`src/sv/shab_pkg.sv`:
```
`timescale 1ns / 1ps

package shab_pkg;

  typedef enum logic [2:0] {
    ST_IDLE,
    ST_ROUND,
    ST_FOLD,
    ST_PAD,
    ST_EMIT
  } shab_state_t;

  localparam int unsigned ROUNDS = 64;
  localparam int unsigned DIGEST_WORDS = 8;

  localparam logic [7:0] PAD_MARK  = 8'h80;
  localparam logic [5:0] LEN_START = 6'd56;
  localparam logic [5:0] LAST_SLOT = 6'd63;
  localparam logic [2:0] LAST_WORD = 3'd7;

  localparam logic [31:0] ROUND_K [0:ROUNDS-1] = '{
    32'h428a2f98, 32'h71374491, 32'hb5c0fbcf, 32'he9b5dba5,
    32'h3956c25b, 32'h59f111f1, 32'h923f82a4, 32'hab1c5ed5,
    32'hd807aa98, 32'h12835b01, 32'h243185be, 32'h550c7dc3,
    32'h72be5d74, 32'h80deb1fe, 32'h9bdc06a7, 32'hc19bf174,
    32'he49b69c1, 32'hefbe4786, 32'h0fc19dc6, 32'h240ca1cc,
    32'h2de92c6f, 32'h4a7484aa, 32'h5cb0a9dc, 32'h76f988da,
    32'h983e5152, 32'ha831c66d, 32'hb00327c8, 32'hbf597fc7,
    32'hc6e00bf3, 32'hd5a79147, 32'h06ca6351, 32'h14292967,
    32'h27b70a85, 32'h2e1b2138, 32'h4d2c6dfc, 32'h53380d13,
    32'h650a7354, 32'h766a0abb, 32'h81c2c92e, 32'h92722c85,
    32'ha2bfe8a1, 32'ha81a664b, 32'hc24b8b70, 32'hc76c51a3,
    32'hd192e819, 32'hd6990624, 32'hf40e3585, 32'h106aa070,
    32'h19a4c116, 32'h1e376c08, 32'h2748774c, 32'h34b0bcb5,
    32'h391c0cb3, 32'h4ed8aa4a, 32'h5b9cca4f, 32'h682e6ff3,
    32'h748f82ee, 32'h78a5636f, 32'h84c87814, 32'h8cc70208,
    32'h90befffa, 32'ha4506ceb, 32'hbef9a3f7, 32'hc67178f2
  };

  localparam logic [31:0] INIT_H [0:DIGEST_WORDS-1] = '{
    32'h6a09e667, 32'hbb67ae85, 32'h3c6ef372, 32'ha54ff53a,
    32'h510e527f, 32'h9b05688c, 32'h1f83d9ab, 32'h5be0cd19
  };

  function automatic logic [31:0] big_sigma0(input logic [31:0] x);
    return {x[1:0], x[31:2]} ^ {x[12:0], x[31:13]} ^ {x[21:0], x[31:22]};
  endfunction

  function automatic logic [31:0] big_sigma1(input logic [31:0] x);
    return {x[5:0], x[31:6]} ^ {x[10:0], x[31:11]} ^ {x[24:0], x[31:25]};
  endfunction

  function automatic logic [31:0] small_sigma0(input logic [31:0] x);
    return {x[6:0], x[31:7]} ^ {x[17:0], x[31:18]} ^ {3'b000, x[31:3]};
  endfunction

  function automatic logic [31:0] small_sigma1(input logic [31:0] x);
    return {x[16:0], x[31:17]} ^ {x[18:0], x[31:19]} ^ {10'b0, x[31:10]};
  endfunction

endpackage

```
`src/sv/shab_if.sv`:
```
`timescale 1ns / 1ps

interface shab_in_if;
  logic       valid;
  logic       ready;
  logic [7:0] data_byte;
  logic       byte_present;
  logic       end_of_message;

  modport source (output valid, output data_byte, output byte_present,
                  output end_of_message, input ready);
  modport sink (input valid, input data_byte, input byte_present,
                input end_of_message, output ready);
endinterface

interface shab_out_if;
  logic        valid;
  logic        ready;
  logic [31:0] digest_word;
  logic [2:0]  word_index;
  logic        final_word;

  modport source (output valid, output digest_word, output word_index,
                  output final_word, input ready);
  modport sink (input valid, input digest_word, input word_index,
                input final_word, output ready);
endinterface

```
`src/sv/sha256_byte_hasher.sv`:
```
`timescale 1ns / 1ps

// Channel    Dir  Payload                                   Item
// in_chan    in   data_byte, byte_present, end_of_message   one message byte and/or end mark
// out_chan   out  digest_word, word_index, final_word       one digest word, H0 first
//
// A byte item is taken while the block is idle; the 64th byte of a block starts the
// compression, which runs one round per cycle on a single round unit, then folds the
// result into the chaining value, with in_chan.ready low throughout.
// An end mark feeds padding and length one byte per cycle through the same byte path
// and runs one or two compressions, then holds eight digest words for out_chan.
// No bytes are taken during a compression; a stalled out_chan holds the current word.
// Reset is synchronous and active low and leaves the initial hash vector loaded.

module sha256_byte_hasher (
  input logic       clk,
  input logic       rst_n,
  shab_in_if.sink   in_chan,
  shab_out_if.source out_chan
);
  import shab_pkg::*;

  shab_state_t state_r, state_nxt;

  logic [5:0]   rnd_r, rnd_nxt;
  logic [5:0]   fill_r, fill_nxt;
  logic [60:0]  len_r, len_nxt;
  logic [511:0] blk_r, blk_nxt;
  logic [31:0]  chain_r [0:DIGEST_WORDS-1];
  logic [31:0]  chain_nxt [0:DIGEST_WORDS-1];
  logic [31:0]  wv_r [0:DIGEST_WORDS-1];
  logic [31:0]  wv_nxt [0:DIGEST_WORDS-1];
  logic         fin_r, fin_nxt;
  logic         mark_r, mark_nxt;
  logic         len_blk_r, len_blk_nxt;
  logic [2:0]   idx_r, idx_nxt;

  logic         in_acc, out_acc, full;
  logic         shift_en;
  logic [7:0]   shift_byte;
  logic [63:0]  len_bits_sh;
  logic [7:0]   len_byte;
  logic [31:0]  w_new, t1, t2, ch, maj;

  assign in_acc  = in_chan.valid && in_chan.ready;
  assign out_acc = out_chan.valid && out_chan.ready;
  assign full    = (fill_r == LAST_SLOT);

  assign len_bits_sh = {len_r, 3'b000} << {fill_r[2:0], 3'b000};
  assign len_byte    = len_bits_sh[63:56];

  assign w_new = small_sigma1(blk_r[63:32]) + blk_r[223:192]
               + small_sigma0(blk_r[479:448]) + blk_r[511:480];

  assign ch  = (wv_r[4] & wv_r[5]) ^ (~wv_r[4] & wv_r[6]);
  assign maj = (wv_r[0] & wv_r[1]) ^ (wv_r[0] & wv_r[2]) ^ (wv_r[1] & wv_r[2]);
  assign t1  = wv_r[7] + big_sigma1(wv_r[4]) + ch + ROUND_K[rnd_r] + blk_r[511:480];
  assign t2  = big_sigma0(wv_r[0]) + maj;

  always_comb begin
    state_nxt = state_r;
    case (state_r)
      ST_IDLE: begin
        if (in_acc) begin
          if (in_chan.byte_present && full) begin
            state_nxt = ST_ROUND;
          end else if (in_chan.end_of_message) begin
            state_nxt = ST_PAD;
          end
        end
      end
      ST_ROUND: begin
        if (rnd_r == LAST_SLOT) begin
          state_nxt = ST_FOLD;
        end
      end
      ST_FOLD: begin
        if (!fin_r) begin
          state_nxt = ST_IDLE;
        end else if (len_blk_r) begin
          state_nxt = ST_EMIT;
        end else begin
          state_nxt = ST_PAD;
        end
      end
      ST_PAD: begin
        if (full) begin
          state_nxt = ST_ROUND;
        end
      end
      ST_EMIT: begin
        if (out_acc && idx_r == LAST_WORD) begin
          state_nxt = ST_IDLE;
        end
      end
      default: state_nxt = ST_IDLE;
    endcase
  end

  always_comb begin
    rnd_nxt     = rnd_r;
    fill_nxt    = fill_r;
    len_nxt     = len_r;
    blk_nxt     = blk_r;
    chain_nxt   = chain_r;
    wv_nxt      = wv_r;
    fin_nxt     = fin_r;
    mark_nxt    = mark_r;
    len_blk_nxt = len_blk_r;
    idx_nxt     = idx_r;
    shift_en    = 1'b0;
    shift_byte  = 8'h00;

    case (state_r)
      ST_IDLE: begin
        if (in_acc && in_chan.byte_present) begin
          shift_en   = 1'b1;
          shift_byte = in_chan.data_byte;
          len_nxt    = len_r + 61'd1;
        end
        if (in_acc && in_chan.end_of_message) begin
          fin_nxt     = 1'b1;
          mark_nxt    = 1'b1;
          len_blk_nxt = 1'b0;
        end
      end
      ST_ROUND: begin
        blk_nxt   = {blk_r[479:0], w_new};
        wv_nxt[7] = wv_r[6];
        wv_nxt[6] = wv_r[5];
        wv_nxt[5] = wv_r[4];
        wv_nxt[4] = wv_r[3] + t1;
        wv_nxt[3] = wv_r[2];
        wv_nxt[2] = wv_r[1];
        wv_nxt[1] = wv_r[0];
        wv_nxt[0] = t1 + t2;
        rnd_nxt   = rnd_r + 6'd1;
      end
      ST_FOLD: begin
        for (int i = 0; i < DIGEST_WORDS; i++) begin
          chain_nxt[i] = chain_r[i] + wv_r[i];
          wv_nxt[i]    = chain_r[i] + wv_r[i];
        end
        if (fin_r && !len_blk_r && !mark_r) begin
          len_blk_nxt = 1'b1;
        end
      end
      ST_PAD: begin
        shift_en = 1'b1;
        if (mark_r) begin
          shift_byte  = PAD_MARK;
          mark_nxt    = 1'b0;
          len_blk_nxt = (fill_r < LEN_START);
        end else if (len_blk_r && fill_r >= LEN_START) begin
          shift_byte = len_byte;
        end
      end
      ST_EMIT: begin
        if (out_acc) begin
          idx_nxt = idx_r + 3'd1;
          if (idx_r == LAST_WORD) begin
            chain_nxt   = INIT_H;
            wv_nxt      = INIT_H;
            len_nxt     = '0;
            fin_nxt     = 1'b0;
            len_blk_nxt = 1'b0;
          end
        end
      end
      default: begin
      end
    endcase

    if (shift_en) begin
      blk_nxt  = {blk_r[503:0], shift_byte};
      fill_nxt = fill_r + 6'd1;
    end
  end

  assign in_chan.ready        = (state_r == ST_IDLE);
  assign out_chan.valid       = (state_r == ST_EMIT);
  assign out_chan.digest_word = chain_r[idx_r];
  assign out_chan.word_index  = idx_r;
  assign out_chan.final_word  = (idx_r == LAST_WORD);

  always_ff @(posedge clk) begin
    if (!rst_n) begin
      state_r   <= ST_IDLE;
      rnd_r     <= '0;
      fill_r    <= '0;
      len_r     <= '0;
      chain_r   <= INIT_H;
      wv_r      <= INIT_H;
      fin_r     <= 1'b0;
      mark_r    <= 1'b0;
      len_blk_r <= 1'b0;
      idx_r     <= '0;
    end else begin
      state_r   <= state_nxt;
      rnd_r     <= rnd_nxt;
      fill_r    <= fill_nxt;
      len_r     <= len_nxt;
      chain_r   <= chain_nxt;
      wv_r      <= wv_nxt;
      fin_r     <= fin_nxt;
      mark_r    <= mark_nxt;
      len_blk_r <= len_blk_nxt;
      idx_r     <= idx_nxt;
    end
  end

  always_ff @(posedge clk) begin
    blk_r <= blk_nxt;
  end

endmodule

```
`src/flat_wrapper.sv`:
```
// flat-port wrapper written by rule: the top's interface ports become plain ports
module sha256_byte_hasher_flat import shab_pkg::*;
  (clk, rst_n, in_chan_valid, in_chan_data_byte, in_chan_byte_present, in_chan_end_of_message, in_chan_ready, out_chan_valid, out_chan_digest_word, out_chan_word_index, out_chan_final_word, out_chan_ready);
  shab_in_if in_chan_i ();
  shab_out_if out_chan_i ();
  input logic clk;
  input logic rst_n;
  input wire logic [$bits(in_chan_i.valid)-1:0] in_chan_valid;
  input wire logic [$bits(in_chan_i.data_byte)-1:0] in_chan_data_byte;
  input wire logic [$bits(in_chan_i.byte_present)-1:0] in_chan_byte_present;
  input wire logic [$bits(in_chan_i.end_of_message)-1:0] in_chan_end_of_message;
  output wire logic [$bits(in_chan_i.ready)-1:0] in_chan_ready;
  output wire logic [$bits(out_chan_i.valid)-1:0] out_chan_valid;
  output wire logic [$bits(out_chan_i.digest_word)-1:0] out_chan_digest_word;
  output wire logic [$bits(out_chan_i.word_index)-1:0] out_chan_word_index;
  output wire logic [$bits(out_chan_i.final_word)-1:0] out_chan_final_word;
  input wire logic [$bits(out_chan_i.ready)-1:0] out_chan_ready;
  assign in_chan_i.valid = in_chan_valid;
  assign in_chan_i.data_byte = in_chan_data_byte;
  assign in_chan_i.byte_present = in_chan_byte_present;
  assign in_chan_i.end_of_message = in_chan_end_of_message;
  assign in_chan_ready = in_chan_i.ready;
  assign out_chan_valid = out_chan_i.valid;
  assign out_chan_digest_word = out_chan_i.digest_word;
  assign out_chan_word_index = out_chan_i.word_index;
  assign out_chan_final_word = out_chan_i.final_word;
  assign out_chan_i.ready = out_chan_ready;
  sha256_byte_hasher u_core (.clk(clk), .rst_n(rst_n), .in_chan(in_chan_i), .out_chan(out_chan_i));
endmodule
```
`config.mk`:
```
export PLATFORM = sky130hd
export DESIGN_NAME = sha256_byte_hasher_flat
export DESIGN_NICKNAME = d
export VERILOG_FILES = /design/src/sv/shab_pkg.sv /design/src/sv/shab_if.sv /design/src/sv/sha256_byte_hasher.sv /design/src/flat_wrapper.sv
export SDC_FILE = /design/constraint.sdc
export NUM_CORES = 2
export LEC_CHECK = 0
export BUFFER_PORTS_ARGS = -buffer_cell sky130_fd_sc_hd__buf_2
export CORE_MARGIN = 2
export CORE_UTILIZATION = 59
export DETAILED_ROUTE_END_ITERATION = 10
export PLACE_DENSITY = 0.8
export SYNTH_ARGS = -nofsm -noshare
export SYNTH_HDL_FRONTEND = slang
export SYNTH_SLANG_ARGS = --single-unit
```
`constraint.sdc`:
```
create_clock -name clk -period 40 [get_ports clk]
set_input_delay 6 -clock clk [delete_from_list [all_inputs] [get_ports clk]]
set_output_delay 6 -clock clk [all_outputs]
set_load 0.03 [all_outputs]
```
# After elaboration in Yosys (flattened, before gate mapping)
# Memory sizes are Yosys's and may differ from the RTL's.
# Index checks and enable logic that the tools add are counted.
# word_totals
out_inout_bits	38
wordCells	155
memories	1
mem_bits_ro	2048
ff_bits	1106
# mem_list
memory	words	width	rd	rd_clocked_by_memory_dff	wr	line_no	rtl
(name not given)	64	32	1	0	0	sha256_byte_hasher.sv:57	assign t1 = wv_r[7] + big_sigma1(wv_r[4]) + ch + ROUND_K[rnd_r] + blk_r[511:480];
# op_classes
bitwise	19
n_shift	1
reduce_logical	26
magnitude_cmp	4
mux	39
eq_ne	18
n_addsub	22
# op_table
op	count
$mux W512	2
$pmux W256 S3	1
$add A32 B32 Y32	18
$mux W256	2
$pmux W256 S2	1
$xor A32 B32 Y32	9
$mux W61	3
$and A32 B32 Y32	5
$mux W32	4
$pmux W61 S2	1
$bmux W32 S3	1
$shl A64 B6 Y64	1
$add A61 B1 Y61 const B	1
$not A32 Y32	1
$xor A32 B22 Y32	1
$xor A32 B29 Y32	1
$mux W3	8
$mux W8	3
$pmux W8 S2	1
$pmux W3 S5	1
$add A6 B1 Y6 const B	2
$eq A6 B6 Y1 const B	2
$ne A2 B2 Y1 const B	6
$logic_and A1 B1 Y1	9
25 further kinds	45

# Logic depth before layout (Yosys ltp)
# depth
depth_word	8
mapped_depth	39
mapped_depth_nobuf	39

# Least setup slack after synthesis
# No wires, ideal clock.
# synth_path
path_type	reg2reg
startpoint	reg u_core.state_r[2]
endpoint	reg u_core.blk_r[0], enable pin
stages_incl_launch_ff	3
arrival_time_ns	36.167
n_path_buf	1
setup_slack_ns	1.736
synth_period_minus_slack_ns	38.264
cell_sequence	dfxtp_1 clkbuf_1 o21ai_0
# synth_between
elab_chain_cells	6
elab_cells_between_ends	8
cone_classes	eq/ne: 2; mux: 2; reduce/logical: 4
# synth_rtl
item	line_no	rtl
start, declared	sha256_byte_hasher.sv:23	shab_state_t state_r, state_nxt;
start signal, assigned	sha256_byte_hasher.sv:199	state_r <= state_nxt;
$logic_not A3 Y1	sha256_byte_hasher.sv:114, sha256_byte_hasher.sv:180	
$logic_and A1 B1 Y1	sha256_byte_hasher.sv:45	assign in_acc = in_chan.valid && in_chan.ready;
$logic_and A1 B1 Y1	sha256_byte_hasher.sv:116	if (in_acc && in_chan.byte_present) begin
$mux W1	sha256_byte_hasher.sv:116	
$pmux W1 S2	sha256_byte_hasher.sv:114	case (state_r)
$reduce_bool A2 Y1 (no line) (*)	n/a	
end signal, assigned	sha256_byte_hasher.sv:213	blk_r <= blk_nxt;
end, declared	sha256_byte_hasher.sv:28	logic [511:0] blk_r, blk_nxt;
# Mark *: on every way between the ends. The rest lies on a longest branch, timed or not.
# A chain may end at the register's enable or synchronous reset.

# Final worst setup path
# layout_path
startpoint	reg u_core.rnd_r[0]
endpoint	reg u_core.wv_r[254] (netlist bit)
# layout_between
elab_chain_cells	8
# layout_rtl
item	line_no	rtl
start, declared	sha256_byte_hasher.sv:25	logic [5:0] rnd_r, rnd_nxt;
start signal, assigned	sha256_byte_hasher.sv:200	rnd_r <= rnd_nxt;
$not A6 Y7 (not written as such)	sha256_byte_hasher.sv:57	
$mem_v2 Z64 W32	n/a	
$mux W32 (not written as such) (2 in series)	sha256_byte_hasher.sv:57	
$add A32 B32 Y32 (2 in series)	sha256_byte_hasher.sv:57	
$add A32 B32 Y32	sha256_byte_hasher.sv:136	wv_nxt[0] = t1 + t2;
$pmux W256 S3	sha256_byte_hasher.sv:114	
end signal, assigned	sha256_byte_hasher.sv:204	wv_r <= wv_nxt;
end, declared	sha256_byte_hasher.sv:31	logic [31:0] wv_r [0:DIGEST_WORDS-1];
# Every way passes these cells. The select of a mux whose other input is x is not followed.

==> run_results.csv <==
group,metric,value,unit
status,status,"finished clean",
floorplanning,core-area,125000,µm²
synthesis,synth_cells,8629,
setup_path,crit_required,40640,ps
clock_tree,post-cts-setup-buffer-count,0,
floorplanning,row_count,130,
setup_path,crit_path_end_kind,"register",
synthesis,yosysWarnings,0,
synthesis,synth_mux_area_share,3.78,%
floorplanning,boundaryPins,52,
setup_path,r2r_cells,38,
setup_path,r2r_setup_slack,28930,ps
detailed_routing,ant_nets,0,
clock_tree,numCtsBuffers,120,
detailed_routing,first_pass_iters,6,
setup_path,crit_path_max_incr_delay,920,ps
detailed_routing,drtIter0Drc,9125,
synthesis,synth-compound-area-share,18.2,%
place,pre_cts_ws,29230,ps
global_routing,grt_max_degree,272,
synthesis,synthAdderAreaFrac,12.3,%
clock_tree,cts_tree,"yes",
place,io_buffers,51,
clock_tree,htreeDepth,3,
synthesis,ys_async_sr_fraction,0,%
place,dp.final_hpwl,183000,µm
synthesis,synth-xor-area-share,7.22,%
finish,drive_gt1_share,6.09,%
synthesis,yosys.area.top_type,"edfxtp_1",
synthesis,yosys.area.top_type_share,20.8,%
timing,rsz0062_at_grt,"false",
setup_path,cp_common_cell,"inv_1",
global_routing,track_usage,39.0,%
finish,final_common_cell,"nand2_1",
floorplanning,dieArea,128000,µm²
floorplanning,start_util,59.2,%
place,gp_congestion,1.04,
finish,postLayoutCoreUtil,63.2,%
setup_path,worst_ep_arrival_time,11720,ps
global_routing,grt_pass1_wl,380000,µm
clock_tree,clkSlewWorstSetupHoldPaths,70,ps
detailed_routing,drc,0,
timing,fin_skew,97.8,ps
timing,hold_viol,0,
synthesis,yosysSeqAreaShare,36.8,%
setup_path,r2r_start,"u_core.rnd_r[0]",
synthesis,ys.flop_type,"dfxtp_1",
clock_tree,post_cts_resized,0,
job,cap_violations,0,
setup_path,startpoint,"u_core.rnd_r[0]",
floorplanning,die_w,358,µm
timing,maxSlewHeadroom,14.7,%
detailed_routing,wl,255000,µm
global_routing,gr-total-overflow,0,
synthesis,synthSimpleGateAreaFrac,17.6,%
finish,area_delta_synth_final,6.71,%
timing,min_period,11070,ps
timing,setup_viol_count_final,0,
synthesis,syn-num-nets,9234,
hold_path,hp-class,"reg2reg",
timing,whs,482,ps
synthesis,synthTopCellsByArea,"edfxtp_1 (21%), dfxtp_1 (16%), nand2_1 (10%)",
detailed_routing,num_vias,65685,
global_routing,grt_pass1_vias,60754,
timing,finalCritPeriodShare,27.7,%
setup_path,start_kind,"register",
clock_tree,cts-root-buf,"clkbuf_16",
setup_path,crit_fanout,28,
setup_path,crit_type,"reg2reg",
floorplanning,chipHeight,358,µm
timing,finalSetupTns,0,ps
clock_tree,cts_buffer_depth,3,
hold_path,whs_endpoint,"u_core.blk_r[217]",
timing,slew_violations,0,
global_routing,antenna_found_initial,14,
hold_path,hold_depth,2,
setup_path,cp_slowest_cell,"ha_1",
finish,fill_cells,10437,
synthesis,yosysUniqueCellTypes,90,
synthesis,synth_edf_count,512,
timing,setup_ws,28930,ps
finish,nets,8927,
synthesis,netlist_area,74100,µm²
detailed_routing,wire_per_inst,25.3,µm
synthesis,synth_top_family_by_area,"compound AO/OA/AOI/OAI gates",
timing,fmax,0.0903,GHz
setup_path,regToRegEndpoint,"u_core.wv_r[254]",
synthesis,synth_area_per_cell,8.59,µm²
clock_tree,hold_buffers,0,
finish,final_cell_mix,"nand2_1 (2019), a21oi_1 (646), o21ai_0 (620), dfxtp_1 (588), nor2_1 (540)",
clock_tree,clock_sinks,1106,
timing,worstMarginPinSlew,1280,ps
synthesis,synth-seq-cells,1106,
clock_tree,clock_latency,810,ps
hold_path,min_from,"u_core.blk_r[185]",
detailed_routing,viasPerCell,6.52,
==> worst max-delay path by stage <==
stage	to	slack, ps	depth (start not counted)
after floorplan	u_core.blk_r[0]	1740	2
after global placement	u_core.wv_r[254]	29110	37
after detailed placement	u_core.wv_r[254]	29230	35
after CTS	u_core.wv_r[254]	29180	35
after global routing	u_core.wv_r[254]	28330	38
final	u_core.wv_r[254]	28930	38
==> logic make-up after synthesis <==
| family | Yosys count |
|---|---|
| AO/OA/AOI/OAI | 2190 |
| multiplexers | 169 |
| AND/OR/NAND/NOR | 3141 |
| flip-flops | 1106 |
| XOR/XNOR | 609 |
| buffers and inverters | 800 |
| adder cells (fa/ha/maj) | 614 |
==> cell usage after synthesis (all sizes together), types with 23 or more instances <==
cell type and number:
nand4 44, o22ai 57, nor2 546, a21oi 649, o21bai 36, o21ai 621
xor2 152, o21a 69, buf 57, o22a 23, or3 53, a221oi 35
nand3 133, mux4 83, ha 396, clkbuf 489, edfxtp 512, a211oi 73
mux2i 29, o221ai 29, o211ai 96, inv 251, a211o 23, nor2b 40
maj3 23, a21o 189, a31oi 92, xnor2 456, mux2 57, fa 195
nor3 87, dfxtp 594, nand2 2027, and3 52, nand2b 53
==> sequential cells by signal, summed over array words and instances, names as in the netlist <==
signal,flops
u_core.rnd_r,6
u_core.blk_r,512
u_core.mark_r,1
u_core.fin_r,1
u_core.fill_r,6
u_core.out_chan.word_index,3
u_core.chain_r,256
u_core.len_r,61
u_core.len_blk_r,1
u_core.state_r,3
u_core.wv_r,256
==> through the flow <==
stage / cell area (µm²) / cells
finish: 79100 / 10077
global route: 79100 / 10076
CTS: 79100 / 10075
detailed placement: 75000 / 9850
global placement: 75000 / 9850
floorplan: 74100 / 8629
==> cell type report <==
cell class	count	area [µm²]	area share, %
diodes	2	5.00	0.00633
clock buffers	159	3310	4.19
clock inverters	66	702	0.888
inverters	254	958	1.21
multi-input cells	6723	43900	55.5
flip-flops and latches	1106	27300	34.5
well taps	1650	2060	2.61
repair buffers	117	836	1.06
==> per-layer routing <==
layer | wire length, µm | global-route usage (%) | vias up
met5 | 75 | 0 | -
met4 | 12000 | 16.5 | 12
met3 | 31900 | 9.72 | 611
met2 | 106000 | 55.3 | 3805
met1 | 105000 | 56.4 | 31606
li1 | - | - | 29651
==> critical path: cells and delay by family, from the launching register on <==
| kind | cells | cell delay (ps) |
|---|---|---|
| compound gates | 13 | 3510 |
| simple gates | 9 | 1620 |
| xor+xnor | 1 | 520 |
| buf+inv | 7 | 1420 |
| fa+ha+maj | 8 | 3540 |
| flops | 1 | 310 |
Power is not shown: default switching activity piles up to over one toggle a cycle in this logic, so the estimate is an artifact.
